## src/rtl/fat32dem_pkg.sv

```systemverilog
// ----------------------------------------------------------------------------
// fat32dem_pkg
// Types, codes and constants shared by the directory entry matcher.
// ----------------------------------------------------------------------------
package fat32dem_pkg;

    localparam int unsigned ENTRY_BYTES = 32;
    localparam int unsigned NAME_BYTES  = 11;
    localparam int unsigned OFF_W       = $clog2(ENTRY_BYTES);

    // entry byte offsets
    localparam logic [OFF_W-1:0] OFF_FIRST   = OFF_W'(0);
    localparam logic [OFF_W-1:0] OFF_ATTR    = OFF_W'(NAME_BYTES);
    localparam logic [OFF_W-1:0] OFF_CLU_HI0 = OFF_W'(20);
    localparam logic [OFF_W-1:0] OFF_CLU_HI1 = OFF_W'(21);
    localparam logic [OFF_W-1:0] OFF_CLU_LO0 = OFF_W'(26);
    localparam logic [OFF_W-1:0] OFF_CLU_LO1 = OFF_W'(27);
    localparam logic [OFF_W-1:0] OFF_SIZE0   = OFF_W'(28);
    localparam logic [OFF_W-1:0] OFF_SIZE1   = OFF_W'(29);
    localparam logic [OFF_W-1:0] OFF_SIZE2   = OFF_W'(30);
    localparam logic [OFF_W-1:0] OFF_LAST    = OFF_W'(ENTRY_BYTES - 1);

    // marker and attribute values
    localparam logic [7:0] MARK_END     = 8'h00;
    localparam logic [7:0] MARK_DELETED = 8'hE5;
    localparam logic [7:0] ATTR_LONG    = 8'h0F;
    localparam int unsigned ATTR_DIR_POS = 4;

    // result status codes
    localparam logic [2:0] ST_FOUND     = 3'd0;
    localparam logic [2:0] ST_END       = 3'd1;
    localparam logic [2:0] ST_IS_DIR    = 3'd2;
    localparam logic [2:0] ST_IS_FILE   = 3'd3;
    localparam logic [2:0] ST_EXHAUSTED = 3'd4;

    // configuration register indexes
    localparam int unsigned CFG_IDX_W = 2;
    localparam logic [CFG_IDX_W-1:0] CFG_NAME_BASE = 2'd0;
    localparam logic [CFG_IDX_W-1:0] CFG_NAME_EXT  = 2'd1;
    localparam logic [CFG_IDX_W-1:0] CFG_WANT_DIR  = 2'd2;

    localparam logic [63:0] RST_NAME_BASE = 64'h2020_2020_2020_2020;
    localparam logic [23:0] RST_NAME_EXT  = 24'h20_2020;

    typedef struct packed {
        logic [7:0] dir_byte;
        logic       last_byte;
    } t_in;

    typedef struct packed {
        logic [2:0]  status;
        logic [31:0] start_cluster;
        logic [31:0] entry_size;
    } t_out;

    typedef struct packed {
        logic [63:0] target_name_base;
        logic [23:0] target_name_ext;
        logic        want_directory;
    } t_cfg;

endpackage

```

## src/rtl/fat32_directory_entry_matcher_unit.sv

```systemverilog
// ----------------------------------------------------------------------------
// fat32_directory_entry_matcher_unit
// Scans a FAT32 directory byte stream for one 8.3 short name entry.
//
//   channel | direction | handshake               | payload
//   --------+-----------+-------------------------+-----------------------
//   in      | input     | i_in_valid / o_in_stall | t_in  (byte, last)
//   out     | output    | o_out_valid/ i_out_stall| t_out (status, cluster, size)
//   cfg     | input     | i_cfg_valid/ o_cfg_ready| index, 64-bit data
//
// One byte per cycle while no stall holds it; a byte is taken into the input
// register, and its result is then captured in the result register.
// Reset clears the scan state and loads a blank target name, file kind.
// A stalled result only holds back bytes that would produce a result;
// other bytes keep flowing. Config writes are always ready.
// ----------------------------------------------------------------------------
module fat32_directory_entry_matcher_unit
    import fat32dem_pkg::*;
(
    input  logic                 i_clk,
    input  logic                 i_rst_n,
    input  logic                 i_in_valid,
    output logic                 o_in_stall,
    input  t_in                  i_in,
    output logic                 o_out_valid,
    input  logic                 i_out_stall,
    output t_out                 o_out,
    input  logic                 i_cfg_valid,
    output logic                 o_cfg_ready,
    input  logic [CFG_IDX_W-1:0] i_cfg_index,
    input  logic [63:0]          i_cfg_data
);

    t_cfg w_cfg;
    t_in  r_in;
    logic r_in_valid;
    logic r_out_valid;
    t_out r_out;
    logic w_produce;
    t_out w_result;
    logic w_out_free;
    logic w_fire;
    logic w_accept;

    assign o_cfg_ready = 1'b1;

    fat32dem_cfg_regs u_cfg (
        .i_clk       (i_clk),
        .i_rst_n     (i_rst_n),
        .i_cfg_valid (i_cfg_valid),
        .i_cfg_index (i_cfg_index),
        .i_cfg_data  (i_cfg_data),
        .o_cfg       (w_cfg)
    );

    fat32dem_entry_scan u_scan (
        .i_clk     (i_clk),
        .i_rst_n   (i_rst_n),
        .i_fire    (w_fire),
        .i_item    (r_in),
        .i_cfg     (w_cfg),
        .o_produce (w_produce),
        .o_result  (w_result)
    );

    assign w_out_free = !r_out_valid || !i_out_stall;
    assign w_fire     = r_in_valid && (w_out_free || !w_produce);
    assign o_in_stall = r_in_valid && !w_fire;
    assign w_accept   = i_in_valid && !o_in_stall;

    always_ff @(posedge i_clk) begin
        if (!i_rst_n) begin
            r_in_valid <= 1'b0;
        end else begin
            r_in_valid <= w_accept || (r_in_valid && !w_fire);
        end
    end

    always_ff @(posedge i_clk) begin
        if (w_accept) begin
            r_in <= i_in;
        end
    end

    always_ff @(posedge i_clk) begin
        if (!i_rst_n) begin
            r_out_valid <= 1'b0;
        end else if (w_fire && w_produce) begin
            r_out_valid <= 1'b1;
        end else if (!i_out_stall) begin
            r_out_valid <= 1'b0;
        end
    end

    always_ff @(posedge i_clk) begin
        if (w_fire && w_produce) begin
            r_out <= w_result;
        end
    end

    assign o_out_valid = r_out_valid;
    assign o_out       = r_out;

endmodule

```

## src/rtl/fat32dem_cfg_regs.sv

```systemverilog
// ----------------------------------------------------------------------------
// fat32dem_cfg_regs
// Target name and wanted kind registers behind the configuration write port.
// ----------------------------------------------------------------------------
module fat32dem_cfg_regs
    import fat32dem_pkg::*;
(
    input  logic                 i_clk,
    input  logic                 i_rst_n,
    input  logic                 i_cfg_valid,
    input  logic [CFG_IDX_W-1:0] i_cfg_index,
    input  logic [63:0]          i_cfg_data,
    output t_cfg                 o_cfg
);

    t_cfg r_cfg;

    always_ff @(posedge i_clk) begin
        if (!i_rst_n) begin
            r_cfg.target_name_base <= RST_NAME_BASE;
            r_cfg.target_name_ext  <= RST_NAME_EXT;
            r_cfg.want_directory   <= 1'b0;
        end else if (i_cfg_valid) begin
            unique case (i_cfg_index)
                CFG_NAME_BASE: r_cfg.target_name_base <= i_cfg_data;
                CFG_NAME_EXT:  r_cfg.target_name_ext  <= i_cfg_data[23:0];
                CFG_WANT_DIR:  r_cfg.want_directory   <= i_cfg_data[0];
                default: ;
            endcase
        end
    end

    assign o_cfg = r_cfg;

endmodule

```

## src/rtl/fat32dem_entry_scan.sv

```systemverilog
// ----------------------------------------------------------------------------
// fat32dem_entry_scan
// Per-entry scan state and the decision logic for one directory byte.
// ----------------------------------------------------------------------------
module fat32dem_entry_scan
    import fat32dem_pkg::*;
(
    input  logic i_clk,
    input  logic i_rst_n,
    input  logic i_fire,
    input  t_in  i_item,
    input  t_cfg i_cfg,
    output logic o_produce,
    output t_out o_result
);

    logic [OFF_W-1:0] r_offset, n_offset;
    logic             r_decided, n_decided;
    logic             r_name_eq, n_name_eq;
    logic [7:0]       r_first;
    logic [7:0]       r_attr;
    logic [15:0]      r_clu_hi;
    logic [15:0]      r_clu_lo;
    logic [23:0]      r_size;

    logic [127:0] w_target;
    logic [7:0]   w_tchar;
    logic [7:0]   w_byte;
    logic         w_active;
    logic         w_in_name;
    logic         w_char_eq;
    logic         w_end_hit;
    logic         w_match;
    logic         w_is_dir;

    assign w_byte   = i_item.dir_byte;
    assign w_active = !r_decided;
    assign w_target = {40'd0, i_cfg.target_name_ext, i_cfg.target_name_base};
    assign w_tchar  = w_target[{r_offset[3:0], 3'b000} +: 8];
    assign w_in_name = (r_offset < OFF_W'(NAME_BYTES));
    assign w_char_eq = (w_byte == w_tchar);

    assign w_end_hit = (r_offset == OFF_FIRST) && (w_byte == MARK_END);
    assign w_match   = (r_offset == OFF_LAST) && (r_first != MARK_DELETED)
                       && (r_attr != ATTR_LONG) && r_name_eq;
    assign w_is_dir  = r_attr[ATTR_DIR_POS];

    assign o_produce = w_active && (w_end_hit || w_match || i_item.last_byte);

    always_comb begin
        o_result = '0;
        priority if (w_end_hit) begin
            o_result.status = ST_END;
        end else if (w_match) begin
            priority if (i_cfg.want_directory && !w_is_dir) begin
                o_result.status = ST_IS_FILE;
            end else if (!i_cfg.want_directory && w_is_dir) begin
                o_result.status = ST_IS_DIR;
            end else begin
                o_result.status        = ST_FOUND;
                o_result.start_cluster = {r_clu_hi, r_clu_lo};
                o_result.entry_size    = {w_byte, r_size};
            end
        end else begin
            o_result.status = ST_EXHAUSTED;
        end
    end

    always_comb begin
        n_offset  = r_offset;
        n_decided = r_decided;
        n_name_eq = r_name_eq;
        if (i_item.last_byte) begin
            n_offset  = '0;
            n_decided = 1'b0;
            n_name_eq = 1'b1;
        end else if (w_active) begin
            n_offset  = r_offset + OFF_W'(1);
            n_decided = w_end_hit || w_match;
            // first name byte restarts the comparison
            if (r_offset == OFF_FIRST) begin
                n_name_eq = w_char_eq;
            end else if (w_in_name) begin
                n_name_eq = r_name_eq && w_char_eq;
            end
        end
    end

    always_ff @(posedge i_clk) begin
        if (!i_rst_n) begin
            r_offset  <= '0;
            r_decided <= 1'b0;
            r_name_eq <= 1'b1;
        end else if (i_fire) begin
            r_offset  <= n_offset;
            r_decided <= n_decided;
            r_name_eq <= n_name_eq;
        end
    end

    // field capture; each field is written before byte 31 reads it
    always_ff @(posedge i_clk) begin
        if (i_fire && w_active) begin
            if (r_offset == OFF_FIRST)   r_first        <= w_byte;
            if (r_offset == OFF_ATTR)    r_attr         <= w_byte;
            if (r_offset == OFF_CLU_HI0) r_clu_hi[7:0]  <= w_byte;
            if (r_offset == OFF_CLU_HI1) r_clu_hi[15:8] <= w_byte;
            if (r_offset == OFF_CLU_LO0) r_clu_lo[7:0]  <= w_byte;
            if (r_offset == OFF_CLU_LO1) r_clu_lo[15:8] <= w_byte;
            if (r_offset == OFF_SIZE0)   r_size[7:0]    <= w_byte;
            if (r_offset == OFF_SIZE1)   r_size[15:8]   <= w_byte;
            if (r_offset == OFF_SIZE2)   r_size[23:16]  <= w_byte;
        end
    end

endmodule

```

## config.mk

```make
export PLATFORM = sky130hd
export DESIGN_NAME = fat32_directory_entry_matcher_unit
export DESIGN_NICKNAME = d
export VERILOG_FILES = /design/src/rtl/fat32dem_pkg.sv /design/src/rtl/fat32_directory_entry_matcher_unit.sv /design/src/rtl/fat32dem_cfg_regs.sv /design/src/rtl/fat32dem_entry_scan.sv
export SDC_FILE = /design/constraint.sdc
export NUM_CORES = 1
export LEC_CHECK = 0
export BUFFER_PORTS_ARGS = -buffer_cell sky130_fd_sc_hd__buf_2
export CAP_MARGIN = 10
export CORE_ASPECT_RATIO = 2
export CORE_MARGIN = 4
export CORE_UTILIZATION = 57
export DETAILED_ROUTE_END_ITERATION = 10
export HOLD_SLACK_MARGIN = 0.05
export PLACE_DENSITY = 0.78
export SYNTH_ARGS = -nofsm -noshare
export SYNTH_HDL_FRONTEND = slang
export SYNTH_SLANG_ARGS = --single-unit
```

## constraint.sdc

```tcl
create_clock -name i_clk -period 6.4 [get_ports i_clk]
set_input_delay 0.96 -clock i_clk [delete_from_list [all_inputs] [get_ports i_clk]]
set_output_delay 0.96 -clock i_clk [all_outputs]
set_load 0.01 [all_outputs]
```

Yosys cells after proc, flatten, opt, wreduce, memory -nomap -nowiden
Index checks and enable logic that the tools add are counted.

Add/sub/neg operators: 1. Order comparisons: 1. Eq/ne operators: 16. Shift operators: 1. Multiplexer cells: 13. Bitwise gates (word level): 1. Reductions and logical operators: 46.

Operators by type and width (number): $shiftx A128 B8 Y8 (1); $eq A5 B5 Y1 const B (8); $reduce_and A2 Y1 (13); $logic_and A1 B1 Y1 (13); $mux W5 (2); $eq A8 B8 Y1 (1); $logic_not A1 Y1 (8); $logic_not A8 Y1 (1); $mux W1 (8); $ne A8 B4 Y1 const B (1); $ne A8 B8 Y1 const B (1); $mux W3 (2); $add A5 B1 Y5 const B (1); $eq A5 B4 Y1 const B (1); $logic_not A5 Y1 (1); $logic_or A1 B1 Y1 (5); $lt A5 B4 Y1 const B (1); $reduce_or A4 Y1 (1); $reduce_and A3 Y1 (1); $reduce_bool A3 Y1 (1); $eq A2 B1 Y1 const B (1); $eq A2 B2 Y1 const B (1); $logic_not A2 Y1 (1); $mux W2 (1); 4 further kinds (4).

Flip-flop bits (word level): 246. Bits of input ports: 80. Output and inout port bits: 70. Logic and storage cells: 102.

Logic depth before layout (Yosys ltp)
Gate-level depths: netlist of run 1.

Depth in word-level cells: 15. Depth in mapped cells: 14.

Modules after synthesis
From an unflattened synthesis of run 1, not the netlist that was laid out.

Cell total of the unflattened synthesis: 786. Area, all modules: 10182.3 sq um.

By module, submodules not included: fat32dem_entry_scan (times used 1, cells an instance 337, area each 4245.3 sq um); fat32dem_cfg_regs (times used 1, cells an instance 360, area each 3548.4 sq um); fat32_directory_entry_matcher_unit (times used 1, cells an instance 89, area each 2388.5 sq um).

Least setup slack after synthesis of run 1
No wires, ideal clock.

Path type: reg-to-reg. Start point: reg u_scan.r_offset[1]. End point: reg r_out (netlist bit o_out[0]) (enable). Setup time: 0.492 ns. Arrival time: 4.952 ns. Data required time: 5.908 ns. Setup slack: 0.956 ns. Stages on the path, launching flop included: 13. Buffers on the path: 5. Clock period less this slack: 5.444 ns. Cell sequence: dfxtp_1 buf_6 buf_6 buf_2 inv_1 ha_1 nor4b_2 and3_1 buf_2 a211oi_2 o21ai_2 buf_2 nor2_1.

Longest elaborated chain between the ends: 11.

Ends and longest elaborated chain: from (decl) (RTL line fat32dem_entry_scan.sv:17) `logic [OFF_W-1:0] r_offset, n_offset;`; from (signal assigned) (RTL line fat32dem_entry_scan.sv:95) `r_offset <= n_offset;`; $eq A5 B5 Y1 (RTL line fat32dem_entry_scan.sv:44) `assign w_match = (r_offset == OFF_LAST) && (r_first != MARK_DELETED)`; $logic_and A1 B1 Y1 (RTL line fat32dem_entry_scan.sv:44); $logic_and A1 B1 Y1 (2 in a row) (RTL line fat32dem_entry_scan.sv:45) `&& (r_attr != ATTR_LONG) && r_name_eq;`; $logic_or A1 B1 Y1 (*) (2 in a row) (RTL line fat32dem_entry_scan.sv:48) `assign o_produce = w_active && (w_end_hit || w_match || i_item.last_byte);`; $logic_and A1 B1 Y1 (*) (RTL line fat32dem_entry_scan.sv:48); $logic_not A1 Y1 (RTL line fat32_directory_entry_matcher_unit.sv:67) `assign w_fire = r_in_valid && (w_out_free || !w_produce);`; $logic_or A1 B1 Y1 (RTL line fat32_directory_entry_matcher_unit.sv:67); $logic_and A1 B1 Y1 (RTL line fat32_directory_entry_matcher_unit.sv:67); $logic_and A1 B1 Y1 (*) (RTL line fat32_directory_entry_matcher_unit.sv:96) `if (w_fire && w_produce) begin`; to (signal assigned) (RTL line fat32_directory_entry_matcher_unit.sv:97) `r_out <= w_result;`; to (decl) (RTL line fat32_directory_entry_matcher_unit.sv:38) `t_out r_out;`.

Every way passes the cells marked *; elsewhere a longest branch is shown, timed or not. A chain may end at the register's enable or synchronous reset.

Worst setup path in the final report of run 1
Start point: reg u_scan.r_offset[0]. End point: out o_in_stall.

Longest elaborated chain between the ends: 12.

Ends and longest elaborated chain: $eq A5 B5 Y1 (RTL line fat32dem_entry_scan.sv:44); $logic_and A1 B1 Y1 (RTL line fat32dem_entry_scan.sv:44); $logic_and A1 B1 Y1 (2 in a row) (RTL line fat32dem_entry_scan.sv:45); $logic_or A1 B1 Y1 (*) (2 in a row) (RTL line fat32dem_entry_scan.sv:48); $logic_and A1 B1 Y1 (*) (RTL line fat32dem_entry_scan.sv:48); $logic_not A1 Y1 (*) (RTL line fat32_directory_entry_matcher_unit.sv:67); $logic_or A1 B1 Y1 (*) (RTL line fat32_directory_entry_matcher_unit.sv:67); $logic_and A1 B1 Y1 (*) (RTL line fat32_directory_entry_matcher_unit.sv:67); $logic_not A1 Y1 (*) (RTL line fat32_directory_entry_matcher_unit.sv:68) `assign o_in_stall = r_in_valid && !w_fire;`; $logic_and A1 B1 Y1 (*) (RTL line fat32_directory_entry_matcher_unit.sv:68); to (decl) (RTL line fat32_directory_entry_matcher_unit.sv:23) `output logic o_in_stall,`.

Marked as above.

==> run metrics, run 1 <==
gr usage total 0.213; Starting Density 0.583; clk_skew 0.00624 ns; critical path class flip-flop to output pin; delay-heaviest family, CP simple AND/OR/NAND/NOR gates; Detail Route Antenna Nets 0; Syn Std Cell Area 9870 um2; Post-synth EDFFs 148; vias 6449; Crit path largest cell delay 0.53 ns; setup_tns 0 ns; Post-CTS Setup Repair Bufs 0; Reg2Reg Depth 8; pins over their slew limit 0; clock latency on the worst-skew pair 0.49 ns; R2R Path End u_scan.r_size[22]; unrepaired setup endpoints after global routing no; Rel. slew slack 0.262; vias per inst 5.55; first-pass GRT wire length 33100 um; Die Wd 101 um; share of cells above drive strength 1 0.218; Avg WL per Cell 18.0 um; final design instance area without fill 11400 um2; initial DRC count 332; 1st-pass router iterations 4; CP endpoint o_in_stall; Buf/Inv on CP 3; Worst setup SP type flip-flop; final wirelength 20900 um; post-route setup slack 2.45 ns; H-tree Lvls 1; Post-CTS Hold Fix Bufs 0; register bit count reported by yosys 246; chip height 194 um; placed wire-length estimate 14800 um; IO Port Bufs 148; pin count of the biggest net entering global routing 99; CP Launch Point u_scan.r_offset[0]; Root Driver clkbuf_16; reg-to-reg slack, setup 2.63 ns; I/O pin cnt 150; CP Cell Sequence buf_4 -> inv_2 -> ha_1 -> nor4b_2 -> and3_1 -> a211oi_2 -> nand2b_1 -> nor2_1 -> buf_2; Total Nets Final 1030; post-synthesis async set-or-reset flop share 0; gr ovfl total 0; CP Data Required Time 5.44 ns; Levels on crit path 9; period utilisation layout 0.618; DP Worst Slack 2.61 ns; leak pwr 4.03 nW; fmax 0.253 GHz; Pwr Density 278 nW/um2; share of the yosys chip area belonging to registers 0.649; Final Hold Viols 0; Residual DRC 0; area grow syn2layout 15.7%; Clock Path Buffers 3; Yosys Warn Count 0; critical path's slowest cell dfxtp_1; Synth Net Count 901; Setup violations, final 0; antenna violations before repair 0; crit path max fanout 15; HP Class flip-flop to flip-flop; # rows 67; post-layout min period 3.95 ns; die area 19600 um2; Syn Inst Count 814; clk sink count 246; Reg clk slew, reported paths 0.07 ns; crit path capture type output pin; vias in the first global route 6534; start of the worst register-to-register path u_scan.r_offset[0]; # resized after CTS 0; CTS Buf Count 21; syn_area_per_cell 12.1 um2; CTS tree done; max cap viols 0; GPL Wtd Cong 0.851; Yosys cell types 59; critical path arrival 2.99 ns; Synth Flop Type edfxtp_1; Peak VDD IR 0.000255 V; ANT cells 0; DP Area 10700 um2; core area 16900 um2; Worst-Margin Slew 1.10 ns; outcome finished clean
-- cells in the mapped netlist, types with 2 or more instances --
cell type | number | area share
nand2b_1 | 3 | 0.0019
xnor2_1 | 8 | 0.0071
mux4_2 | 8 | 0.018
and2_1 | 65 | 0.041
a21oi_1 | 8 | 0.0041
nor3b_1 | 4 | 0.0030
nor4b_2 | 2 | 0.0030
nor3_1 | 4 | 0.0020
o21ai_0 | 3 | 0.0015
xor2_1 | 4 | 0.0035
clkbuf_1 | 35 | 0.013
buf_2 | 7 | 0.0035
nor2b_1 | 9 | 0.0057
nand3b_1 | 3 | 0.0023
nor4_1 | 4 | 0.0025
nor4b_1 | 4 | 0.0035
nand3_1 | 12 | 0.0061
edfxtp_1 | 148 | 0.45
mux2i_1 | 19 | 0.019
ha_1 | 7 | 0.0089
nand2_1 | 187 | 0.071
dfxtp_1 | 98 | 0.20
nor2_1 | 22 | 0.0084
nand4_1 | 2 | 0.0013
o2bb2ai_1 | 3 | 0.0027
mux4_1 | 3 | 0.0080
mux2_1 | 3 | 0.0034
inv_1 | 9 | 0.0034
a31oi_1 | 4 | 0.0025
a211oi_2 | 2 | 0.0025
and3_1 | 7 | 0.0044
a221oi_1 | 7 | 0.0062
buf_6 | 4 | 0.0046
buf_1 | 4 | 0.0015
a21boi_0 | 78 | 0.059
-- routing by layer --
metal	up-vias	wire, um	track usage
li1	3100	-	-
met1	3090	7100	0.228
met2	195	11800	0.402
met3	64	976	0.0288
met4	0	981	0.0902
met5	-	0	0
-- power by group --
| part | switching, mW | total [mW] | leakage (nW) | internal (mW) |
|---|---|---|---|---|
| clock network | 0.540 | 1.26 | 0.328 | 0.723 |
| logic | 0.0914 | 0.161 | 1.63 | 0.0695 |
| registers | 0.0323 | 1.75 | 2.07 | 1.72 |
-- worst min path at each step --
stage / startpoint / end / slack, ns / cells past startpoint
floorplan: u_cfg.o_cfg[38] / u_cfg.o_cfg[38] / 0.43 / 2
global placement: u_cfg.o_cfg[46] / u_cfg.o_cfg[46] / 0.44 / 2
detailed placement: u_cfg.o_cfg[54] / u_cfg.o_cfg[54] / 0.45 / 2
CTS: u_cfg.o_cfg[35] / u_cfg.o_cfg[35] / 0.47 / 2
global route: u_cfg.o_cfg[35] / u_cfg.o_cfg[35] / 0.48 / 2
finish: u_cfg.o_cfg[54] / u_cfg.o_cfg[54] / 0.46 / 2
-- sequential cells by signal, indices dropped and copies added (netlist names) --
register	cells
o_out	67
u_scan.r_offset	5
u_scan.r_clu_hi	16
u_scan.r_size	24
u_scan.r_attr	8
r_in	9
o_out_valid	1
u_scan.r_decided	1
u_cfg.o_cfg	89
u_scan.r_clu_lo	16
r_in_valid	1
u_scan.r_name_eq	1
u_scan.r_first	8
-- worst reg2reg max path: cells and delay by family, from the launching register on --
family | cells | cell delay (ns)
simple gates | 3 | 1.42
flops | 1 | 0.53
compound gates | 2 | 0.73
buf+inv | 2 | 0.45
fa+ha+maj | 1 | 0.26
-- per-stage QoR --
stage / instances / power [mW] / hold slack (ns) / utilization
after global routing: 1163 / 3.28 / 0.485 / 0.674
after floorplan: 814 / 1.87 / 0.432 / -
final: 1163 / 3.17 / 0.464 / 0.674
after CTS: 1163 / 3.20 / 0.468 / 0.674
after global placement: 1127 / 1.94 / 0.443 / 0.634
after detailed placement: 1127 / 1.95 / 0.455 / 0.634
-- layout make-up --
| cell class | instances | area (um2) |
|---|---|---|
| timing repair buffer | 157 | 808 |
| clock buffer | 22 | 529 |
| multi-input combinational | 507 | 3230 |
| clock inverter | 14 | 149 |
| sequential | 246 | 6410 |
| fill | 1284 | 5520 |
| inverter | 10 | 37.5 |
| tap | 207 | 259 |
-- kinds of logic (layout without fill, tap and decap cells) --
| group | Yosys count | count (layout) | synth area share |
|---|---|---|---|
| and+or+nand+nor | 333 | 333 | 0.161 |
| DFF | 246 | 246 | 0.649 |
| AOI/OAI and AO/OA | 120 | 120 | 0.0923 |
| buffers and inverters | 61 | 203 | 0.0275 |
| muxes | 34 | 34 | 0.0501 |
| xor gates and xnor gates | 12 | 12 | 0.0106 |
| adders and majority gates | 7 | 7 | 0.00887 |
| other | 1 | 1 | 0.000380 |
-- cells in the final DEF (no fill, tap or decap), drive strengths merged, types with 4 or more instances in the layout --
cell type  Yosys  layout
nand2        187     187
inv           10      11
and2          65      65
a31oi          4       4
o21ai          4       4
a21oi          8       8
ha             7       7
a221oi         7       7
xor2           4       4
nor4b          6       6
a21boi        78      78
xnor2          8       8
clkinv         0       8
mux4          11      11
clkbuf        35      22
nand3         12      12
mux2           4       4
and3           7       7
nor4           4       4
edfxtp       148     148
buf           16     157
nor2          22      22
nor2b          9       9
mux2i         19      19
dfxtp         98      98
nor3           4       4
nor3b          4       4
No activity file was read; power rests on OpenSTA's default activity.
==> run 2: changes to the inputs <==
- clock period: 6.4 -> 3.9 ns (I/O delays scaled with it)
==> run 2 against run 1 <==
  * Highest routed layer unchanged
  * Setup slack worse by 1.8 ns
  * Die area stayed put
  * Largest power group unchanged
  * Wire length hardly changed
==> run metrics, run 2 (same netlist as run 1, synthesis figures left out) <==
pins over their slew limit 0 (unchanged); unrepaired setup endpoints after global routing no (unchanged); Final Hold Viols 0 (unchanged); clock latency on the worst-skew pair 0.50 ns (was 0.49 ns); placed wire-length estimate 15000 um (was 14800 um); Avg WL per Cell 17.8 um (was 18.0 um); fillers 1291 (was 1284); Detail Route Antenna Nets 0 (unchanged); CP endpoint o_in_stall (unchanged); I/O pin cnt 150 (unchanged); leak pwr 4.07 nW (was 4.03 nW); # rows 67 (unchanged); most frequent CP cell nor2_1; CP Cell Sequence inv_1 -> nor2_1 -> ha_1 -> nand2_1 -> a21oi_1 -> a211oi_2 -> nand2b_1 -> nor2_1 -> buf_2 (was buf_4 -> inv_2 -> ha_1 -> nor4b_2 -> and3_1 -> a211oi_2 -> nand2b_1 -> nor2_1 -> buf_2); clk_skew 0.0130 ns (was 0.00624 ns); outcome finished clean (unchanged); chip height 194 um (unchanged); vias per inst 5.41 (was 5.55); Peak VDD IR 0.000342 V (was 0.000255 V); # resized after CTS 0 (unchanged); GPL Wtd Cong 0.844 (was 0.851); 1st-pass router iterations 5 (was 4); Starting Density 0.583 (unchanged); die area 19600 um2 (unchanged); max reg flops 89 (unchanged); R2R Path End u_scan.r_first[1] (was u_scan.r_size[22]); vias 6352 (was 6449); Pint 4.05 mW (was 2.51 mW); critical path's slowest cell dfxtp_1 (unchanged); area grow syn2layout 16.3% (was 15.7%); share of cells above drive strength 1 0.228 (was 0.218); fin cells 1175 (was 1163); most frequent cells in the layout 187 x nand2_1, 148 x buf_2, 148 x edfxtp_1 (unchanged); Worst-Margin Slew 0.935 ns (was 1.10 ns); Total Nets Final 1041 (was 1030); Reg clk slew, reported paths 0.07 ns (about the same); clk sink count 246 (unchanged); reg-to-reg slack, setup 0.89 ns (was 2.63 ns); critical path class flip-flop to output pin (unchanged); crit path max fanout 16 (was 15); dpl cells 1139 (was 1127); Pwr Density 449 nW/um2 (was 278 nW/um2); HP Class input pin to flip-flop (was flip-flop to flip-flop); pin count of the biggest net entering global routing 65 (was 99); switching part of the total power 0.214 (was 0.209); CP Launch Point u_scan.r_offset[2] (was u_scan.r_offset[0]); period utilisation layout 0.839; max cap viols 0 (unchanged); final wirelength 20900 um (about the same); Rel. slew slack 0.375 (was 0.262); Die Wd 101 um (unchanged); IO Port Bufs 148 (unchanged); gr ovfl total 0 (unchanged); Post-CTS Hold Fix Bufs 0 (unchanged); Hold Startpoint i_in[0] (was u_cfg.o_cfg[54]); Comb pwr share 0.055 (was 0.051); antenna violations before repair 0 (unchanged); core area 16900 um2 (unchanged); ANT cells 0 (unchanged); Root Driver clkbuf_16 (unchanged); clock power share 0.391 (was 0.398); CTS Buf Count 20 (was 21); CP Data Required Time 3.31 ns (was 5.44 ns); post-layout min period 3.27 ns; vias in the first global route 6472 (was 6534); Switching Power 1.10 mW (was 0.664 mW); Residual DRC 0 (unchanged); crit path capture type output pin (unchanged); fmax 0.306 GHz; initial DRC count 267 (was 332); Clock Path Buffers 3 (unchanged); H-tree Lvls 1 (unchanged); Post-CTS Setup Repair Bufs 0 (unchanged); setup_tns 0 ns (unchanged); start of the worst register-to-register path u_scan.r_offset[0] (unchanged); Setup violations, final 0 (unchanged); commonest non-fill, non-tap cell in the layout nand2_1 (unchanged); Worst setup SP type flip-flop (unchanged); critical path arrival 2.69 ns (was 2.99 ns); Crit path largest cell delay 0.71 ns (was 0.53 ns); CTS tree done (unchanged); share of power burned in registers 0.554 (was 0.551); gr usage total 0.215 (was 0.213); first-pass GRT wire length 33200 um (was 33100 um); Reg2Reg Depth 8 (unchanged)
-- run 2: worst min path at each step --
stage,to,slack [ns],depth (start not counted)
5_1_grt,r_in[0],0.26,1
2_1_floorplan,u_cfg.o_cfg[38],0.43,2
4_1_cts,r_in[0],0.25,1
6_report,r_in[0],0.27,1
3_3_place_gp,u_cfg.o_cfg[38],0.44,2
3_5_place_dp,u_cfg.o_cfg[86],0.45,2
-- run 2: area by class of cell --
class | count | area [um2] | area share
clock buffer | 21 | 526 | 0.0458
multi-input combinational | 507 | 3230 | 0.281
clock inverter | 15 | 130 | 0.0113
sequential | 246 | 6410 | 0.558
tap | 207 | 259 | 0.0225
inverter | 10 | 37.5 | 0.00327
timing repair buffer | 169 | 898 | 0.0782
-- run 2: routing by layer --
| metal | part of all wire | GRT usage |
|---|---|---|
| met5 | 0 | 0 |
| met4 | 0.044 | 0.0942 |
| met3 | 0.043 | 0.0241 |
| met2 | 0.57 | 0.404 |
| met1 | 0.35 | 0.234 |
-- run 2: power by group through the flow --
| stage | Sequential, mW | Clock [mW] | Combinational [mW] |
|---|---|---|---|
| 2_1_floorplan | 2.92 | 0 | 0.145 |
| 3_3_place_gp | 2.91 | 0 | 0.282 |
| 3_5_place_dp | 2.91 | 0 | 0.288 |
| 4_1_cts | 2.85 | 2.05 | 0.289 |
| 5_1_grt | 2.86 | 2.15 | 0.316 |
| 6_report | 2.85 | 2.01 | 0.286 |
-- run 2: metrics by stage --
stage	power (mW)	hold WS (ns)	utilization	cell area (um2)	setup slack, ns
floorplan	3.07	0.432	-	9880	0.239
global placement	3.19	0.442	0.640	10800	1.07
detailed placement	3.20	0.452	0.640	10800	0.906
CTS	5.20	0.254	0.678	11500	0.604
global route	5.33	0.256	0.678	11500	0.361
finish	5.15	0.272	0.678	11500	0.630
-- run 2: worst max-delay path, delay by kind of cell (launching register included) --
family	cells	cell delay, ns
flops	1	0.71
fa+ha+maj	1	0.15
compound gates	2	0.33
buf+inv	2	0.39
simple gates	4	0.60
==> run 3: changes to the inputs <==
- clock period: 3.9 -> 3.4 ns (I/O delays scaled with it)
==> run 3 against run 2 <==
  * Combinational power increased by 20%
  * Highest routed layer unchanged
  * Critical endpoint unchanged
  * Utilization increased by 0.074 points
  * Via count increased by 1.1%
  * Setup slack got worse by 0.34 ns
  * Cell area increased by 0.11%
  * Critical path depth increased by 1
  * Final cell count increased by 0.34%
  * Register-to-register slack got worse by 0.34 ns
==> run metrics, run 3 (same netlist as run 1, synthesis figures left out) <==
clk_skew 0.00778 ns (was 0.0130 ns); CTS Buf Count 20 (unchanged); Peak VDD IR 0.000439 V (was 0.000342 V); HP Class input pin to flip-flop (unchanged); Rel. slew slack 0.321 (was 0.375); unrepaired setup endpoints after global routing no (unchanged); gr ovfl total 0 (unchanged); fmax 0.322 GHz; Setup violations, final 0 (unchanged); Post-CTS Setup Repair Bufs 0 (unchanged); Switching Power 1.22 mW (was 1.10 mW); clock latency on the worst-skew pair 0.49 ns (was 0.50 ns); setup_tns 0 ns (unchanged); # rows 67 (unchanged); Residual DRC 0 (unchanged); vias 6421 (was 6352); Clock Path Buffers 3 (unchanged); die area 19600 um2 (unchanged); ANT cells 0 (unchanged); Total Nets Final 1045 (was 1041); antenna violations before repair 0 (unchanged); outcome finished clean (unchanged); Pint 4.55 mW (was 4.05 mW); DP Area 10900 um2 (was 10800 um2); IO Port Bufs 148 (unchanged); commonest non-fill, non-tap cell in the layout nand2_1 (unchanged); pins over their slew limit 0 (unchanged); pin count of the biggest net entering global routing 68 (was 65); area grow syn2layout 16.5% (was 16.3%); Post-CTS Hold Fix Bufs 0 (unchanged); crit path capture type output pin (unchanged); placed wire-length estimate 14900 um (was 15000 um); vias in the first global route 6443 (was 6472); chip height 194 um (unchanged); initial DRC count 271 (was 267); Reg clk slew, reported paths 0.07 ns (about the same); switching part of the total power 0.212 (was 0.214); critical path class flip-flop to output pin (unchanged); Root Driver clkbuf_16 (unchanged); most frequent cells in the layout 187 x nand2_1, 148 x buf_2, 148 x edfxtp_1 (unchanged); Starting Density 0.583 (unchanged); Worst setup SP type flip-flop (unchanged); leak pwr 4.08 nW (was 4.07 nW); share of cells above drive strength 1 0.226 (was 0.228); gr usage total 0.214 (was 0.215); critical path arrival 2.60 ns (was 2.69 ns); GPL Wtd Cong 0.861 (was 0.844); first-pass GRT wire length 33100 um (was 33200 um); clk sink count 246 (unchanged); CP Data Required Time 2.89 ns (was 3.31 ns); CTS tree done (unchanged); Comb pwr share 0.059 (was 0.055); H-tree Lvls 1 (unchanged); clock power share 0.375 (was 0.391); max cap viols 0 (unchanged); final wirelength 20900 um (about the same); max reg flops 89 (unchanged); Final Hold Viols 0 (unchanged); share of power burned in registers 0.566 (was 0.554); Pwr Density 502 nW/um2 (was 449 nW/um2); vias per inst 5.45 (was 5.41); core area 16900 um2 (unchanged); Worst-Margin Slew 1.01 ns (was 0.935 ns); 1st-pass router iterations 4 (was 5); Detail Route Antenna Nets 0 (unchanged); I/O pin cnt 150 (unchanged); post-layout min period 3.11 ns; final design instance area without fill 11500 um2 (about the same); Die Wd 101 um (unchanged); Avg WL per Cell 17.7 um (was 17.8 um); period utilisation layout 0.914; crit path max fanout 8 (was 16)
run 3: what timing repair did:
item | CTS | global route
endpoints found under the hold margin | 0 | 0
resized for setup | 0 | 1
endpoints found under the setup margin | 0 | 1
run 3: final timing paths:
path / start / end / slack, ns / cells after the start
hold / removal: i_in[2] / r_in[2] / 0.19 / 1
setup reg to reg: u_scan.r_offset[0] / u_scan.r_size[20] / 0.55 / 7
hold reg to reg: u_cfg.o_cfg[64] / u_cfg.o_cfg[64] / 0.46 / 2
setup / recovery: u_scan.r_offset[0] / o_in_stall / 0.29 / 10
run 3: per-stage QoR:
stage                     utilization  hold slack (ns)  total power, mW  worst slack [ns]  std cells
after CTS                       0.679            0.182             5.83             0.105       1179
after global placement          0.643            0.443             3.67             0.658       1143
final                           0.679            0.193             5.77             0.292       1179
after global routing            0.679            0.179             5.98             0.149       1179
after detailed placement        0.643            0.453             3.68             0.556       1143
after floorplan                     -            0.432             3.52          0.000506        814
run 3: metal layers:
layer | vias up | part of all wire | routed length [um] | global-route usage
met5 | - | 0 | 0 | 0
met4 | 0 | 0.045 | 951 | 0.0922
met3 | 57 | 0.049 | 1030 | 0.0299
met2 | 197 | 0.57 | 11900 | 0.407
met1 | 3037 | 0.34 | 7030 | 0.225
li1 | 3130 | - | - | -
run 3: critical path: stages (launching register included):
cell and delay (ns):
dfxtp_1 0.51, ha_1 0.22, nand2_1 0.10, nor2_1 0.11
ha_1 0.15, nand2_1 0.05, a21oi_1 0.26, a211oi_4 0.14
nand2b_1 0.22, nor2_1 0.19, buf_2 0.17
run 3: layout make-up:
cell class | count | area, um2
flip-flops and latches | 246 | 6410
fillers | 1279 | 5440
multi-input cells | 507 | 3240
repair buffers | 173 | 941
clock buffers | 29 | 576
well taps | 207 | 259
inverters | 10 | 37.5
clock inverters | 7 | 33.8
run 3: power groups by stage:
| stage | Clock, mW | Combinational, mW | Sequential (mW) |
|---|---|---|---|
| 2_1_floorplan | 0 | 0.169 | 3.35 |
| 3_3_place_gp | 0 | 0.342 | 3.33 |
| 3_5_place_dp | 0 | 0.346 | 3.33 |
| 4_1_cts | 2.21 | 0.348 | 3.27 |
| 5_1_grt | 2.34 | 0.376 | 3.27 |
| 6_report | 2.17 | 0.343 | 3.27 |
